## src/rtl/blmos_pkg.sv

```systemverilog
// Shared types, codes and the control program of the LED matrix object scanner.
// Used by blmos_sequencer and bicolor_led_matrix_object_scanner; depends on nothing.
`timescale 1ns / 1ps

package blmos_pkg;

  // Command codes carried in the input tuser
  localparam logic [1:0] CMD_TICK = 2'd0;
  localparam logic [1:0] CMD_MOVE = 2'd1;
  localparam logic [1:0] CMD_ZONE = 2'd2;
  localparam logic [1:0] CMD_NOP  = 2'd3;

  // Phase codes reported with each result item
  localparam logic [2:0] PH_BOOT  = 3'd0;
  localparam logic [2:0] PH_INIT  = 3'd1;
  localparam logic [2:0] PH_RED   = 3'd2;
  localparam logic [2:0] PH_PAUSE = 3'd3;
  localparam logic [2:0] PH_GREEN = 3'd4;

  // Object groups shown in the red and green half of each column
  localparam logic [15:0] RED_MASK   = 16'h01FF;
  localparam logic [15:0] GREEN_MASK = 16'h3E00;

  localparam int FIELDERS = 9;

  // Scan phase register, one-hot
  typedef enum logic [4:0] {
    ST_BOOT  = 5'b00001,
    ST_INIT  = 5'b00010,
    ST_RED   = 5'b00100,
    ST_PAUSE = 5'b01000,
    ST_GREEN = 5'b10000
  } scan_state_t;

  // Datapath operation of one control step
  typedef enum logic [3:0] {
    ACT_NOP,
    ACT_ACCEPT,
    ACT_ZONE,
    ACT_RD_OLD,
    ACT_WR_OLD,
    ACT_RD_NEW,
    ACT_WR_NEW,
    ACT_PHASE,
    ACT_RD_SCAN,
    ACT_ACC,
    ACT_RD_FIELD,
    ACT_WR_FIELD,
    ACT_EMIT
  } act_t;

  // Jump condition of one control step
  typedef enum logic [3:0] {
    C_NEVER,
    C_ALWAYS,
    C_NO_INPUT,
    C_IS_TICK,
    C_IS_MOVE,
    C_MOVE_SKIP,
    C_PH_INIT,
    C_PH_PAUSE,
    C_CNT_MORE,
    C_FIELD_MORE,
    C_OUT_FULL
  } cond_t;

  localparam int STEP_W = 5;
  typedef logic [STEP_W-1:0] step_t;

  typedef struct packed {
    act_t  act;
    cond_t cond;
    step_t target;
  } ctrl_word_t;

  // Status from the datapath that the jump conditions test
  typedef struct packed {
    logic no_input;
    logic is_tick;
    logic is_move;
    logic move_skip;
    logic ph_init;
    logic ph_pause;
    logic cnt_more;
    logic field_more;
    logic out_full;
  } cond_flags_t;

  // Program entry points
  localparam step_t S_FETCH = 5'd0;
  localparam step_t S_MOVE  = 5'd4;
  localparam step_t S_TICK  = 5'd8;
  localparam step_t S_SCAN  = 5'd11;
  localparam step_t S_FIELD = 5'd14;
  localparam step_t S_EMIT  = 5'd16;
  localparam int    PROG_LEN = 18;

  // Control program
  function automatic ctrl_word_t ucode(input step_t step);
    ctrl_word_t w;
    case (step)
      5'd0:    w = '{ACT_ACCEPT,   C_NO_INPUT,   S_FETCH};
      5'd1:    w = '{ACT_NOP,      C_IS_TICK,    S_TICK};
      5'd2:    w = '{ACT_NOP,      C_IS_MOVE,    S_MOVE};
      5'd3:    w = '{ACT_ZONE,     C_ALWAYS,     S_FETCH};
      5'd4:    w = '{ACT_RD_OLD,   C_MOVE_SKIP,  S_FETCH};
      5'd5:    w = '{ACT_WR_OLD,   C_NEVER,      S_FETCH};
      5'd6:    w = '{ACT_RD_NEW,   C_NEVER,      S_FETCH};
      5'd7:    w = '{ACT_WR_NEW,   C_ALWAYS,     S_FETCH};
      5'd8:    w = '{ACT_PHASE,    C_NEVER,      S_FETCH};
      5'd9:    w = '{ACT_NOP,      C_PH_INIT,    S_FIELD};
      5'd10:   w = '{ACT_NOP,      C_PH_PAUSE,   S_EMIT};
      5'd11:   w = '{ACT_RD_SCAN,  C_NEVER,      S_FETCH};
      5'd12:   w = '{ACT_ACC,      C_CNT_MORE,   S_SCAN};
      5'd13:   w = '{ACT_NOP,      C_ALWAYS,     S_EMIT};
      5'd14:   w = '{ACT_RD_FIELD, C_NEVER,      S_FETCH};
      5'd15:   w = '{ACT_WR_FIELD, C_FIELD_MORE, S_FIELD};
      5'd16:   w = '{ACT_EMIT,     C_OUT_FULL,   S_EMIT};
      5'd17:   w = '{ACT_NOP,      C_ALWAYS,     S_FETCH};
      default: w = '{ACT_NOP,      C_ALWAYS,     S_FETCH};
    endcase
    return w;
  endfunction

  // Home cells of the nine fielders
  function automatic logic [3:0] fielder_col(input logic [3:0] k);
    logic [3:0] c;
    case (k)
      4'd0:    c = 4'd2;
      4'd1:    c = 4'd2;
      4'd2:    c = 4'd4;
      4'd3:    c = 4'd2;
      4'd4:    c = 4'd0;
      4'd5:    c = 4'd1;
      4'd6:    c = 4'd0;
      4'd7:    c = 4'd2;
      4'd8:    c = 4'd4;
      default: c = 4'd0;
    endcase
    return c;
  endfunction

  function automatic logic [3:0] fielder_row(input logic [3:0] k);
    logic [3:0] r;
    case (k)
      4'd0:    r = 4'd6;
      4'd1:    r = 4'd12;
      4'd2:    r = 4'd4;
      4'd3:    r = 4'd3;
      4'd4:    r = 4'd4;
      4'd5:    r = 4'd3;
      4'd6:    r = 4'd1;
      4'd7:    r = 4'd1;
      4'd8:    r = 4'd1;
      default: r = 4'd0;
    endcase
    return r;
  endfunction

  function automatic logic [2:0] phase_code(input scan_state_t s);
    logic [2:0] p;
    case (s)
      ST_INIT:  p = PH_INIT;
      ST_RED:   p = PH_RED;
      ST_PAUSE: p = PH_PAUSE;
      ST_GREEN: p = PH_GREEN;
      default:  p = PH_BOOT;
    endcase
    return p;
  endfunction

endpackage

```

## src/rtl/blmos_cell_mem.sv

```systemverilog
// Cell map memory: one word of object bits per field cell, registered read.
// Per-entry valid flags make unwritten cells read as zero after reset. No package use.
`timescale 1ns / 1ps

module blmos_cell_mem #(
  parameter int CELLS = 65,
  parameter int AW    = 7,
  parameter int WIDTH = 14
) (
  input  logic             clk,
  input  logic             rst,
  input  logic [AW-1:0]    raddr,
  output logic [WIDTH-1:0] rdata,
  input  logic             we,
  input  logic [AW-1:0]    waddr,
  input  logic [WIDTH-1:0] wdata
);

  logic [WIDTH-1:0] mem [CELLS];
  logic [CELLS-1:0] valid;

  // Mark written cells; reset clears the whole map at once
  always_ff @(posedge clk) begin
    if (rst) begin
      valid <= '0;
    end else if (we) begin
      valid[waddr] <= 1'b1;
    end
  end

  // Write port
  always_ff @(posedge clk) begin
    if (we) begin
      mem[waddr] <= wdata;
    end
  end

  // Read port, unwritten cells read as empty
  always_ff @(posedge clk) begin
    rdata <= valid[raddr] ? mem[raddr] : '0;
  end

endmodule

```

## src/rtl/blmos_sequencer.sv

```systemverilog
// Step counter and control store of the scanner: fetches one control word per
// cycle and takes conditional jumps on datapath status. Uses blmos_pkg.
`timescale 1ns / 1ps

module blmos_sequencer (
  input  logic                   clk,
  input  logic                   rst,
  input  blmos_pkg::cond_flags_t flags,
  output blmos_pkg::ctrl_word_t  ctrl
);

  blmos_pkg::step_t step;
  blmos_pkg::step_t step_next;
  logic             jump;

  assign ctrl = blmos_pkg::ucode(step);

  // Evaluate the jump condition of the current step
  always_comb begin
    case (ctrl.cond)
      blmos_pkg::C_NEVER:      jump = 1'b0;
      blmos_pkg::C_ALWAYS:     jump = 1'b1;
      blmos_pkg::C_NO_INPUT:   jump = flags.no_input;
      blmos_pkg::C_IS_TICK:    jump = flags.is_tick;
      blmos_pkg::C_IS_MOVE:    jump = flags.is_move;
      blmos_pkg::C_MOVE_SKIP:  jump = flags.move_skip;
      blmos_pkg::C_PH_INIT:    jump = flags.ph_init;
      blmos_pkg::C_PH_PAUSE:   jump = flags.ph_pause;
      blmos_pkg::C_CNT_MORE:   jump = flags.cnt_more;
      blmos_pkg::C_FIELD_MORE: jump = flags.field_more;
      blmos_pkg::C_OUT_FULL:   jump = flags.out_full;
      default:                 jump = 1'b1;
    endcase
    step_next = jump ? ctrl.target : step + 1'b1;
  end

  // Advance the step counter
  always_ff @(posedge clk) begin
    if (rst) begin
      step <= blmos_pkg::S_FETCH;
    end else begin
      step <= step_next;
    end
  end

  // The program never leaves its table
  a_step_range: assert property (@(posedge clk) disable iff (rst)
    step < blmos_pkg::STEP_W'(blmos_pkg::PROG_LEN))
    else $error("sequencer step outside program");

endmodule

```

## src/rtl/bicolor_led_matrix_object_scanner.sv

```systemverilog
// Top level of the bicolor LED matrix object scanner: command decode, cell map
// datapath and result register. Uses blmos_pkg, blmos_sequencer, blmos_cell_mem.
`timescale 1ns / 1ps
//
// Usage:
//   Commands enter on the s_ channel: s_tuser holds the command (tick, move
//   object, set zone LED, ignored), s_tdata the object, column, row and
//   duration fields. Moves and zone writes update internal state and return
//   nothing. Each tick advances the scan phase and returns one item on the
//   m_ channel with the column, row and zone words of that phase.
// Sequence:
//   A command is taken only while the control program waits at its fetch
//   step. A move that is ignored or leaves the location unchanged ends after
//   reading the old cell; one that changes the location also clears it and,
//   for nonzero durations, marks the new cell. A tick in the red pause goes
//   straight to its emit step; in red and green phases the program reads each
//   cell of the scanned column through the cell memory, and the initialize
//   tick writes the nine fielder cells one after another.
// Reset: all cells empty, all objects at column 0 row 0, scan in boot,
//   column 0, zone LED unlit. Reset is immediate, no clearing pass.
// Stall: a finished result waits in the output register; the next command
//   is still taken, and a following tick waits at its emit step until the
//   receiver takes the waiting item.

module bicolor_led_matrix_object_scanner #(
  parameter int COLUMNS = 5,
  parameter int ROWS    = 13,
  parameter int OBJECTS = 14
) (
  input  logic        clk,
  input  logic        rst,
  // input command items
  input  logic        s_tvalid,
  output logic        s_tready,
  input  logic [23:0] s_tdata,   // object_id[3:0], column[7:4], row[11:8], durations[19:12]
  input  logic [1:0]  s_tuser,   // command[1:0]
  // result items
  output logic        m_tvalid,
  input  logic        m_tready,
  // field_green_cols[4:0], field_red_cols[9:5], field_rows[22:10],
  // zone_green_cols[30:23], zone_red_cols[38:31], zone_rows[46:39], latch_strobe[47]
  output logic [47:0] m_tdata,
  // field_written[0], zone_written[1], phase[4:2]
  output logic [4:0]  m_tuser
);

  localparam int CELLS = COLUMNS * ROWS;
  localparam int AW    = (CELLS > 1) ? $clog2(CELLS) : 1;
  localparam int OW    = $clog2(OBJECTS);

  localparam logic [OBJECTS-1:0] RED_SEL   = blmos_pkg::RED_MASK[OBJECTS-1:0];
  localparam logic [OBJECTS-1:0] GREEN_SEL = blmos_pkg::GREEN_MASK[OBJECTS-1:0];

  blmos_pkg::ctrl_word_t  ctrl;
  blmos_pkg::cond_flags_t flags;

  // latched command
  logic [1:0] cmd;
  logic [3:0] obj;
  logic [3:0] col;
  logic [3:0] row;
  logic [7:0] dur;

  // state
  logic [7:0]             loc [OBJECTS];
  blmos_pkg::scan_state_t scan_state;
  blmos_pkg::scan_state_t scan_state_next;
  logic [2:0]             scan_column;
  logic [8:0]             zone_cell;
  logic [3:0]             cnt;
  logic [ROWS-1:0]        acc;

  // memory port
  logic [AW-1:0]      mem_raddr;
  logic [OBJECTS-1:0] mem_rdata;
  logic               mem_we;
  logic [AW-1:0]      mem_waddr;
  logic [OBJECTS-1:0] mem_wdata;

  // derived move and fielder signals
  logic               obj_ok;
  logic               new_ok;
  logic [7:0]         new_loc;
  logic [7:0]         old_loc;
  logic               old_ok;
  logic [OBJECTS-1:0] obj_bit;
  logic [3:0]         f_col;
  logic [3:0]         f_row;
  logic               f_ok;
  logic [OBJECTS-1:0] f_bit;
  logic               hit;
  logic               in_fire;
  logic               out_full;
  logic               emit;

  // result words
  logic [7:0]  col_onehot;
  logic [15:0] acc_wide;
  logic [7:0]  zone_green;
  logic [7:0]  zone_rows_w;
  logic [47:0] res_data;
  logic [4:0]  res_user;

  function automatic logic [AW-1:0] cell_addr(input logic [3:0] c, input logic [3:0] r);
    logic [7:0] a;
    a = {4'b0, c} * 8'(ROWS) + {4'b0, r};
    return AW'(a);
  endfunction

  blmos_sequencer u_seq (
    .clk   (clk),
    .rst   (rst),
    .flags (flags),
    .ctrl  (ctrl)
  );

  blmos_cell_mem #(
    .CELLS (CELLS),
    .AW    (AW),
    .WIDTH (OBJECTS)
  ) u_mem (
    .clk   (clk),
    .rst   (rst),
    .raddr (mem_raddr),
    .rdata (mem_rdata),
    .we    (mem_we),
    .waddr (mem_waddr),
    .wdata (mem_wdata)
  );

  assign s_tready = (ctrl.act == blmos_pkg::ACT_ACCEPT);
  assign in_fire  = s_tvalid && s_tready;
  assign out_full = m_tvalid && !m_tready;
  assign emit     = (ctrl.act == blmos_pkg::ACT_EMIT) && !out_full;

  // Decode the move target, the object's previous cell, the fielder cell and the scan hit
  always_comb begin
    obj_ok  = {1'b0, obj} < 5'(OBJECTS);
    new_ok  = obj_ok && ({1'b0, col} < 5'(COLUMNS)) && ({1'b0, row} < 5'(ROWS));
    new_loc = {col, row};
    old_loc = obj_ok ? loc[obj[OW-1:0]] : 8'h00;
    old_ok  = ({1'b0, old_loc[7:4]} < 5'(COLUMNS)) && ({1'b0, old_loc[3:0]} < 5'(ROWS));
    obj_bit = OBJECTS'(1) << obj;
    f_col   = blmos_pkg::fielder_col(cnt);
    f_row   = blmos_pkg::fielder_row(cnt);
    f_ok    = ({1'b0, cnt} < 5'(OBJECTS)) && ({1'b0, f_col} < 5'(COLUMNS))
              && ({1'b0, f_row} < 5'(ROWS));
    f_bit   = OBJECTS'(1) << cnt;
    hit     = |(mem_rdata & ((scan_state == blmos_pkg::ST_RED) ? RED_SEL : GREEN_SEL));
  end

  // Status for the jump conditions
  always_comb begin
    flags.no_input   = !s_tvalid;
    flags.is_tick    = (cmd == blmos_pkg::CMD_TICK);
    flags.is_move    = (cmd == blmos_pkg::CMD_MOVE);
    flags.move_skip  = !new_ok || (old_loc == new_loc);
    flags.ph_init    = (scan_state == blmos_pkg::ST_INIT);
    flags.ph_pause   = (scan_state == blmos_pkg::ST_PAUSE);
    flags.cnt_more   = (cnt != 4'(ROWS - 1));
    flags.field_more = (cnt != 4'(blmos_pkg::FIELDERS - 1));
    flags.out_full   = out_full;
  end

  // Drive the cell memory port from the current operation
  always_comb begin
    mem_raddr = '0;
    mem_we    = 1'b0;
    mem_waddr = '0;
    mem_wdata = '0;
    case (ctrl.act)
      blmos_pkg::ACT_RD_OLD: begin
        mem_raddr = old_ok ? cell_addr(old_loc[7:4], old_loc[3:0]) : '0;
      end
      blmos_pkg::ACT_WR_OLD: begin
        mem_we    = old_ok;
        mem_waddr = old_ok ? cell_addr(old_loc[7:4], old_loc[3:0]) : '0;
        mem_wdata = mem_rdata & ~obj_bit;
      end
      blmos_pkg::ACT_RD_NEW: begin
        mem_raddr = cell_addr(col, row);
      end
      blmos_pkg::ACT_WR_NEW: begin
        mem_we    = (dur != 8'h00);
        mem_waddr = cell_addr(col, row);
        mem_wdata = mem_rdata | obj_bit;
      end
      blmos_pkg::ACT_RD_SCAN: begin
        mem_raddr = cell_addr({1'b0, scan_column}, cnt);
      end
      blmos_pkg::ACT_RD_FIELD: begin
        mem_raddr = f_ok ? cell_addr(f_col, f_row) : '0;
      end
      blmos_pkg::ACT_WR_FIELD: begin
        mem_we    = f_ok;
        mem_waddr = f_ok ? cell_addr(f_col, f_row) : '0;
        mem_wdata = mem_rdata | f_bit;
      end
      default: begin
        mem_we = 1'b0;
      end
    endcase
  end

  // Next scan phase
  always_comb begin
    case (scan_state)
      blmos_pkg::ST_INIT:  scan_state_next = blmos_pkg::ST_RED;
      blmos_pkg::ST_RED:   scan_state_next = blmos_pkg::ST_PAUSE;
      blmos_pkg::ST_PAUSE: scan_state_next = blmos_pkg::ST_GREEN;
      blmos_pkg::ST_GREEN: scan_state_next = blmos_pkg::ST_RED;
      default:             scan_state_next = blmos_pkg::ST_INIT;
    endcase
  end

  // Hold the accepted command
  always_ff @(posedge clk) begin
    if (in_fire) begin
      cmd <= s_tuser;
      obj <= s_tdata[3:0];
      col <= s_tdata[7:4];
      row <= s_tdata[11:8];
      dur <= s_tdata[19:12];
    end
  end

  // Object locations
  always_ff @(posedge clk) begin
    if (rst) begin
      for (int i = 0; i < OBJECTS; i++) begin
        loc[i] <= 8'h00;
      end
    end else if (ctrl.act == blmos_pkg::ACT_WR_NEW) begin
      loc[obj[OW-1:0]] <= new_loc;
    end else if (ctrl.act == blmos_pkg::ACT_WR_FIELD && f_ok) begin
      loc[cnt[OW-1:0]] <= {f_col, f_row};
    end
  end

  // Scan phase, column and zone LED
  always_ff @(posedge clk) begin
    if (rst) begin
      scan_state  <= blmos_pkg::ST_BOOT;
      scan_column <= 3'd0;
      zone_cell   <= 9'd0;
    end else begin
      if (ctrl.act == blmos_pkg::ACT_PHASE) begin
        scan_state <= scan_state_next;
      end
      if (ctrl.act == blmos_pkg::ACT_ZONE && cmd == blmos_pkg::CMD_ZONE) begin
        zone_cell <= {(|{col, row, dur}), col, row};
      end
      if (emit && scan_state == blmos_pkg::ST_GREEN) begin
        scan_column <= (scan_column == 3'(COLUMNS - 1)) ? 3'd0 : scan_column + 3'd1;
      end
    end
  end

  // Loop counter and row accumulator
  always_ff @(posedge clk) begin
    case (ctrl.act)
      blmos_pkg::ACT_PHASE: begin
        cnt <= 4'd0;
        acc <= '0;
      end
      blmos_pkg::ACT_ACC: begin
        cnt <= cnt + 4'd1;
        acc <= acc | (hit ? (ROWS'(1) << cnt) : '0);
      end
      blmos_pkg::ACT_WR_FIELD: begin
        cnt <= cnt + 4'd1;
      end
      default: begin
        cnt <= cnt;
      end
    endcase
  end

  // Result words of the current phase
  always_comb begin
    col_onehot  = 8'(1) << scan_column;
    acc_wide    = 16'(acc);
    zone_green  = (zone_cell[8] && !zone_cell[7]) ? (8'(1) << zone_cell[6:4]) : 8'h00;
    zone_rows_w = (zone_cell[8] && !zone_cell[3]) ? ~(8'(1) << zone_cell[2:0]) : 8'hFF;
  end

  // Assemble the result item of the current phase
  always_comb begin
    res_data        = '0;
    res_data[46:39] = 8'hFF;
    res_user        = {blmos_pkg::phase_code(scan_state), 2'b00};
    case (scan_state)
      blmos_pkg::ST_INIT: begin
        res_user[1]  = 1'b1;
        res_data[47] = 1'b1;
      end
      blmos_pkg::ST_RED: begin
        res_data[9:5]   = col_onehot[4:0];
        res_data[22:10] = acc_wide[12:0];
        res_data[30:23] = zone_green;
        res_data[46:39] = zone_rows_w;
        res_data[47]    = 1'b1;
        res_user[1:0]   = 2'b11;
      end
      blmos_pkg::ST_GREEN: begin
        res_data[4:0]   = col_onehot[4:0];
        res_data[22:10] = acc_wide[12:0];
        res_data[47]    = 1'b1;
        res_user[0]     = 1'b1;
      end
      default: begin
        res_data[47] = 1'b0;
      end
    endcase
  end

  // Output register
  always_ff @(posedge clk) begin
    if (rst) begin
      m_tvalid <= 1'b0;
    end else if (emit) begin
      m_tvalid <= 1'b1;
    end else if (m_tready) begin
      m_tvalid <= 1'b0;
    end
  end

  always_ff @(posedge clk) begin
    if (emit) begin
      m_tdata <= res_data;
      m_tuser <= res_user;
    end
  end

  // The scan column never leaves the map
  a_column_range: assert property (@(posedge clk) disable iff (rst)
    {1'b0, scan_column} < 4'(COLUMNS))
    else $error("scan column outside map");

  // At most one field column is driven, in one color
  a_one_column: assert property (@(posedge clk) disable iff (rst)
    m_tvalid |-> $onehot0(m_tdata[9:0]))
    else $error("more than one field column driven");

  // Field words are flagged only in red and green phases
  a_field_phase: assert property (@(posedge clk) disable iff (rst)
    (m_tvalid && m_tuser[0]) |->
      (m_tuser[4:2] == blmos_pkg::PH_RED || m_tuser[4:2] == blmos_pkg::PH_GREEN))
    else $error("field words flagged outside red or green phase");

endmodule

```

## config.mk

```make
export PLATFORM = sky130hd
export DESIGN_NAME = bicolor_led_matrix_object_scanner
export DESIGN_NICKNAME = d
export VERILOG_FILES = /design/src/rtl/blmos_pkg.sv /design/src/rtl/blmos_cell_mem.sv /design/src/rtl/blmos_sequencer.sv /design/src/rtl/bicolor_led_matrix_object_scanner.sv
export SDC_FILE = /design/constraint.sdc
export NUM_CORES = 2
export LEC_CHECK = 0
export BUFFER_PORTS_ARGS = -buffer_cell sky130_fd_sc_hd__buf_2
export CAP_MARGIN = 20
export CORE_MARGIN = 5
export CORE_UTILIZATION = 35
export DETAILED_ROUTE_END_ITERATION = 6
export PLACE_DENSITY = 0.57
export SLEW_MARGIN = 0
export SYNTH_ARGS = -nofsm -noshare
export SYNTH_HDL_FRONTEND = slang
export SYNTH_SLANG_ARGS = --single-unit
```

## constraint.sdc

```tcl
create_clock -name clk -period 6.75 [get_ports clk]
set_input_delay 0 -clock clk [delete_from_list [all_inputs] [get_ports clk]]
set_output_delay 0 -clock clk [all_outputs]
set_load 0.02 [all_outputs]
```

After elaboration in Yosys (flattened, before gate mapping)
Memory sizes are Yosys's and may differ from the RTL's. A register that Yosys moved wholly into a read port is not among the register bits.
Cells that the tools add are included.
{"block": "word_totals", "word_cells": 177, "output_inout_bits": 55, "rom_bits": 528, "latch_bits": 0, "regBits": 172, "memories": 5, "input_bits": 30, "ramBits": 1022}
{"block": "op_classes", "n_mul": 4, "n_addsub": 7, "n_div": 0, "n_mux": 46, "n_eq_ne": 31, "n_bitwise": 8, "n_reduce_logical": 39, "n_shift": 6, "n_lt_le_gt_ge": 11}
{"memory": "u_mem.mem", "words": 65, "width": 14, "rd": 1, "rd_ports_with_merged_regs": 1, "wr": 1, "line_no": "blmos_cell_mem.sv:19", "source": "logic [WIDTH-1:0] mem [CELLS];"}
{"memory": "(no name shown)", "words": 32, "width": 13, "rd": 1, "rd_ports_with_merged_regs": 1, "wr": 0, "line_no": "blmos_pkg.sv:101", "source": "case (step)"}
{"memory": "loc", "words": 14, "width": 8, "rd": 1, "rd_ports_with_merged_regs": 1, "wr": 14, "line_no": "bicolor_led_matrix_object_scanner.sv:65", "source": "logic [7:0] loc [OBJECTS];"}
{"memory": "(no name shown)", "words": 16, "width": 4, "rd": 1, "rd_ports_with_merged_regs": 1, "wr": 0, "line_no": "blmos_pkg.sv:145", "source": "case (k)"}
{"memory": "(no name shown)", "words": 16, "width": 3, "rd": 1, "rd_ports_with_merged_regs": 1, "wr": 0, "line_no": "blmos_pkg.sv:128", "source": "case (k)"}
{"op": "65-bit bitwise OR", "count": 1}
{"op": "14-bit case mux with 3 select lines", "count": 1}
{"op": "4-bit by 3-bit equality test with 1-bit output, second input constant", "count": 8}
{"op": "4-bit equality test, second input constant", "count": 8}
{"op": "7-bit by 4-bit adder with 7-bit output", "count": 4}
{"op": "14-bit AND", "count": 2}
{"op": "14-bit bitwise OR", "count": 2}
{"op": "7-bit case mux with 4 select lines", "count": 1}
{"op": "1-bit by 4-bit left shift with 14-bit output, first input constant", "count": 2}
{"op": "13-bit case mux with 2 select lines", "count": 1}
{"op": "8-bit 2-to-1 mux", "count": 3}
{"op": "4-bit by 4-bit multiplier with 7-bit output, second input constant", "count": 3}
{"op": "7-bit case mux with 3 select lines", "count": 1}
{"op": "4-bit less-than comparator, second input constant", "count": 5}
{"op": "1-bit 2-to-1 mux", "count": 20}
{"op": "4-bit 2-to-1 mux", "count": 5}
{"op": "4-bit by 2-bit equality test with 1-bit output, second input constant", "count": 4}
{"op": "7-bit by 8-bit less-than comparator with 1-bit output, second input constant", "count": 2}
{"op": "16-bit OR reduction", "count": 1}
{"op": "8-bit OR reduction", "count": 2}
{"op": "1-bit by 3-bit left shift with 8-bit output, first input constant", "count": 2}
{"op": "5-bit case mux with 3 select lines", "count": 1}
{"op": "1-bit logical AND", "count": 14}
{"op": "14-bit 2-to-1 mux", "count": 1}
{"op": "other kinds (41)", "count": 58}

Depth between registers and ports, before layout
{"block": "logic_depth", "word_depth": 11, "ltp_mapped": 26, "mapped_depth_nobuf": 20}

Cells and area by module
A second synthesis with hierarchy kept.
{"block": "unflattened", "cells_unflattened": 3097, "area_unflattened_um2": 51921.0}
{"module": "blmos_cell_mem", "cells_per_inst": 1806, "area_each_um2": 37838.8, "instances": 1}
{"module": "bicolor_led_matrix_object_scanner", "cells_per_inst": 1161, "area_each_um2": 12939.9, "instances": 1}
{"module": "blmos_sequencer", "cells_per_inst": 130, "area_each_um2": 1142.3, "instances": 1}

Worst setup path after synthesis
Ideal clock, no wire load.
{"block": "synth_path", "path_type": "register to register", "from": "register with a tool-made name", "to": "memory u_mem.mem[64][0] (enable)", "required_ns": 6.325, "path_buffers": 4, "t_arrival_ns": 5.685, "stages_incl_launch_ff": 20, "path_slack_ns": 0.640, "path_cell_list": "dfxtp_1 buf_6 buf_12 buf_12 buf_12 mux4_1 a22o_1 or2_0 and2_1 inv_1 ha_1 ha_1 fa_1 ha_1 a21oi_1 o21bai_1 a21oi_1 xor2_1 a21boi_0 nor4bb_1"}
{"item": "end: declaration", "line_no": "blmos_cell_mem.sv:19"}

==> impl_metrics.ini <==
[outcome]
outcome = completed

[global_routing]
track_usage = 0.197
grt_max_degree = 89
grt_overflow = 0
antenna_found_initial = 2
grt_pass1_wl_um = 234000
grt_pass1_vias = 33913

[setup_path]
crit_required_ns = 7.45
cp-endpoint = u_mem.rdata[3]
critical_path.top_delay_family = compound AO/OA/AOI/OAI gates
slowest_stage = a21oi_4
worst-endpoint-arrival_ns = 7.21
crit_cells = 17
critPathBufInv = 1
path_max_fanout = 16
cp-start-kind = flop
slowest_delay_ns = 0.84
crit-reg2reg-capture = u_mem.rdata[3]
reg2reg_depth = 17
cp-end-kind = flop
reg2reg_slack_ns = 0.23
cpMostUsedCell = ha_1
path_cells = mux4_2, a22o_1, or2_0, and2_1, inv_1, ha_1, ha_1, fa_1, ha_1, xnor2_1, a21oi_4, nor2_1, nand2_1, o21ai_1, nor4_2, a21oi_1, a31oi_1
crit_type = flop to flop

[power_and_ir_drop]
p_leak_uw = 0.0213
p_total_uw = 21700
power_density_mw_per_mm2 = 351
ir_worst_vdd_mv = 0.293

[cts]
clkTransAtPathRegs_ns = 0.06
clockBufferDepth = 3
clk_latency_ns = 0.78
cts_made_buffers = 132
tritoncts_num_sinks = 1248
ctsHtreeMaxLevel = 4
cts_tree = yes
cts-root-buf = clkbuf_16
post_cts_buffers = 0

[logic_synthesis]
synth_ff_type = edfxtp_1
ys_ff_latch = 1248
syn_area_per_cell_um2 = 12.5
yosysMostFrequentCell = edfxtp_1
synthCells = 4264
ys_seq_area_frac = 0.680
yosysWarnings = 0
synth_top_cell_area_share = 0.633
yosys-top-cells-area = edfxtp_1, nand2_1, dfxtp_1, nand3_1, mux2i_1
synth_common_cells = edfxtp_1, nand2_1, nor2_1
syn_area_mm2 = 0.0532
ys_types = 98
async_flop_share = 0
synth_enable_flop_cells = 1122
synth_top_cell_by_area = edfxtp_1

[timing]
slew_viol_final = 0
fin_skew_ns = 0.0252
finalHoldViolations = 0
max_slew_margin = 0.268
min_period_ns = 6.52
finalCritPeriodShare = 0.965
worst_slack_ns = 0.235
worst_pin_slew_ns = 1.09
fin_setup_tns_ns = 0
rsz0062_at_grt = false
setup-violations-final = 0
fmax_ghz = 0.153

[cells_and_area]
nets = 4634
stdcell_area_mm2 = 0.0619
nFillCells = 14138
drive_gt1_frac = 0.127
synthToLayoutAreaGrowth_pct = 16.3

[routing]
routed_wl_um = 161000
wl_per_cell_um = 24.2
ant_nets = 0
vias = 35901
drt-initial-drc-count = 3824
viasPerCell = 5.40
drc = 0
drt_first_pass_iters = 5

[floorplan]
ioPinCount = 85
die_area_mm2 = 0.160
fp.dieH_um = 400
core_mm2 = 0.152
start_util = 0.351
core.rowCount = 143
fp.dieW_um = 400

[placement]
dp_hpwl_um = 104000
place_area_mm2 = 0.0571
gp_congestion = 0.905
dp_slack_ns = -0.0160
io_buffers = 72

[worst_hold_path]
hold_path_class = input pin to flop

[run]
max_cap_viol_count = 0
## routing by layer
metal / global-route usage / routed length (µm) / up-vias
li1: - / - / 16072
met1: 0.271 / 67900 / 17956
met2: 0.312 / 73900 / 1604
met3: 0.0403 / 13800 / 269
met4: 0.0699 / 5500 / 0
met5: 0 / 0 / -
## sequential cells by signal, summed over array words and instances (netlist names), 5 cells and up, named ones only
| signal | cells |
|---|---|
| acc | 13 |
| u_seq.ctrl | 13 |
| loc | 128 |
| u_mem.mem | 910 |
| scan_state | 5 |
| m_tdata | 40 |
| u_mem.rdata | 14 |
| u_mem.valid | 65 |
| m_tuser | 5 |
| zone_cell | 9 |
| dur | 8 |
| u_seq.step | 5 |
## timing repair
action / CTS / global route
endpoints found under the hold margin: 56 / 0
cloned: 0 / 0
pin swaps: 0 / 1
endpoints found under the setup margin: 1 / 1
hold buffers: 48 / 0
gates resized for setup: 1 / 3
## placed cells by master, fill, tap and decap left out, types with 13 or more instances in the layout
cell | Yosys | final
a211oi_1 | 16 | 16
a21o_1 | 22 | 21
a21oi_1 | 166 | 163
a221oi_1 | 20 | 20
a22oi_1 | 32 | 32
a31oi_1 | 59 | 59
a32oi_1 | 26 | 26
and2_1 | 29 | 29
and3_1 | 37 | 37
buf_12 | 3 | 23
buf_2 | 107 | 71
buf_4 | 26 | 197
clkbuf_1 | 83 | 32
clkbuf_16 | 0 | 135
clkinv_1 | 1 | 25
clkinv_2 | 0 | 20
dfxtp_1 | 126 | 124
dlygate4sd3_1 | 0 | 48
edfxtp_1 | 1122 | 1122
ha_1 | 89 | 89
inv_1 | 76 | 76
mux2i_1 | 161 | 154
mux4_2 | 13 | 13
nand2_1 | 827 | 827
nand2b_1 | 36 | 36
nand3_1 | 326 | 326
nand4_1 | 27 | 27
nor2_1 | 415 | 408
nor2b_1 | 20 | 20
nor3_1 | 34 | 33
o211ai_1 | 14 | 14
o21ai_0 | 56 | 46
o21ba_2 | 17 | 17
xnor2_1 | 23 | 23
## layout make-up
type                            count  area [µm²]  share of cell area
Clock buffer                      172        3570              0.0576
Clock inverter                     71         677              0.0109
Multi-Input combinational cell   2704       15800               0.255
Antenna cell                        1        2.50           0.0000404
Timing Repair Buffer              344        2840              0.0458
Tap cell                         2030        2540              0.0410
Sequential cell                  1248       36200               0.585
Inverter                           77         289             0.00467
## logic make-up (layout without fill, tap and decap cells)
| group | Yosys count | in the layout | share of synthesized area |
|---|---|---|---|
| muxes | 190 | 190 | 0.0415 |
| DFF | 1248 | 1248 | 0.680 |
| buffers and inverters | 319 | 664 | 0.0292 |
| xor gates and xnor gates | 30 | 30 | 0.00494 |
| adders and majority gates | 97 | 97 | 0.0239 |
| other | 1 | 9 | 0.0000704 |
| AOI/OAI and AO/OA | 555 | 555 | 0.0714 |
| and+or+nand+nor | 1824 | 1824 | 0.149 |
## how the worst min path moves through the flow
stage / start / slack (ns) / to / depth (start not counted)
floorplan: s_tuser[0] / 0.1 / cmd[0] / 0
global placement: s_tdata[14] / 0.18 / dur[2] / 1
detailed placement: s_tdata[15] / 0.18 / dur[3] / 1
CTS: s_tdata[2] / 0.02 / flop / 4
global route: s_tdata[2] / 0.08 / flop / 4
finish: s_tdata[2] / 0.07 / flop / 4
## stage by stage
stage	util	instances	hold slack (ns)
3_3_place_gp	0.377	6347	0.178
3_5_place_dp	0.377	6350	0.178
2_1_floorplan	-	4271	0.0989
4_1_cts	0.408	6641	0.0217
6_report	0.409	6647	0.0704
5_1_grt	0.409	6646	0.0776
## worst min-delay path, delay by kind of cell
family        cells  cell delay [ns]
buf+inv           2             0.67
simple gates      2             0.12
## report_power, final
part | internal (µW) | switching, µW | total [µW]
clock network | 4050 | 3110 | 7150
logic | 1990 | 3920 | 5900
registers | 8470 | 195 | 8670
total | 14500 | 7220 | 21700
Power figures use the tool's default switching activity.
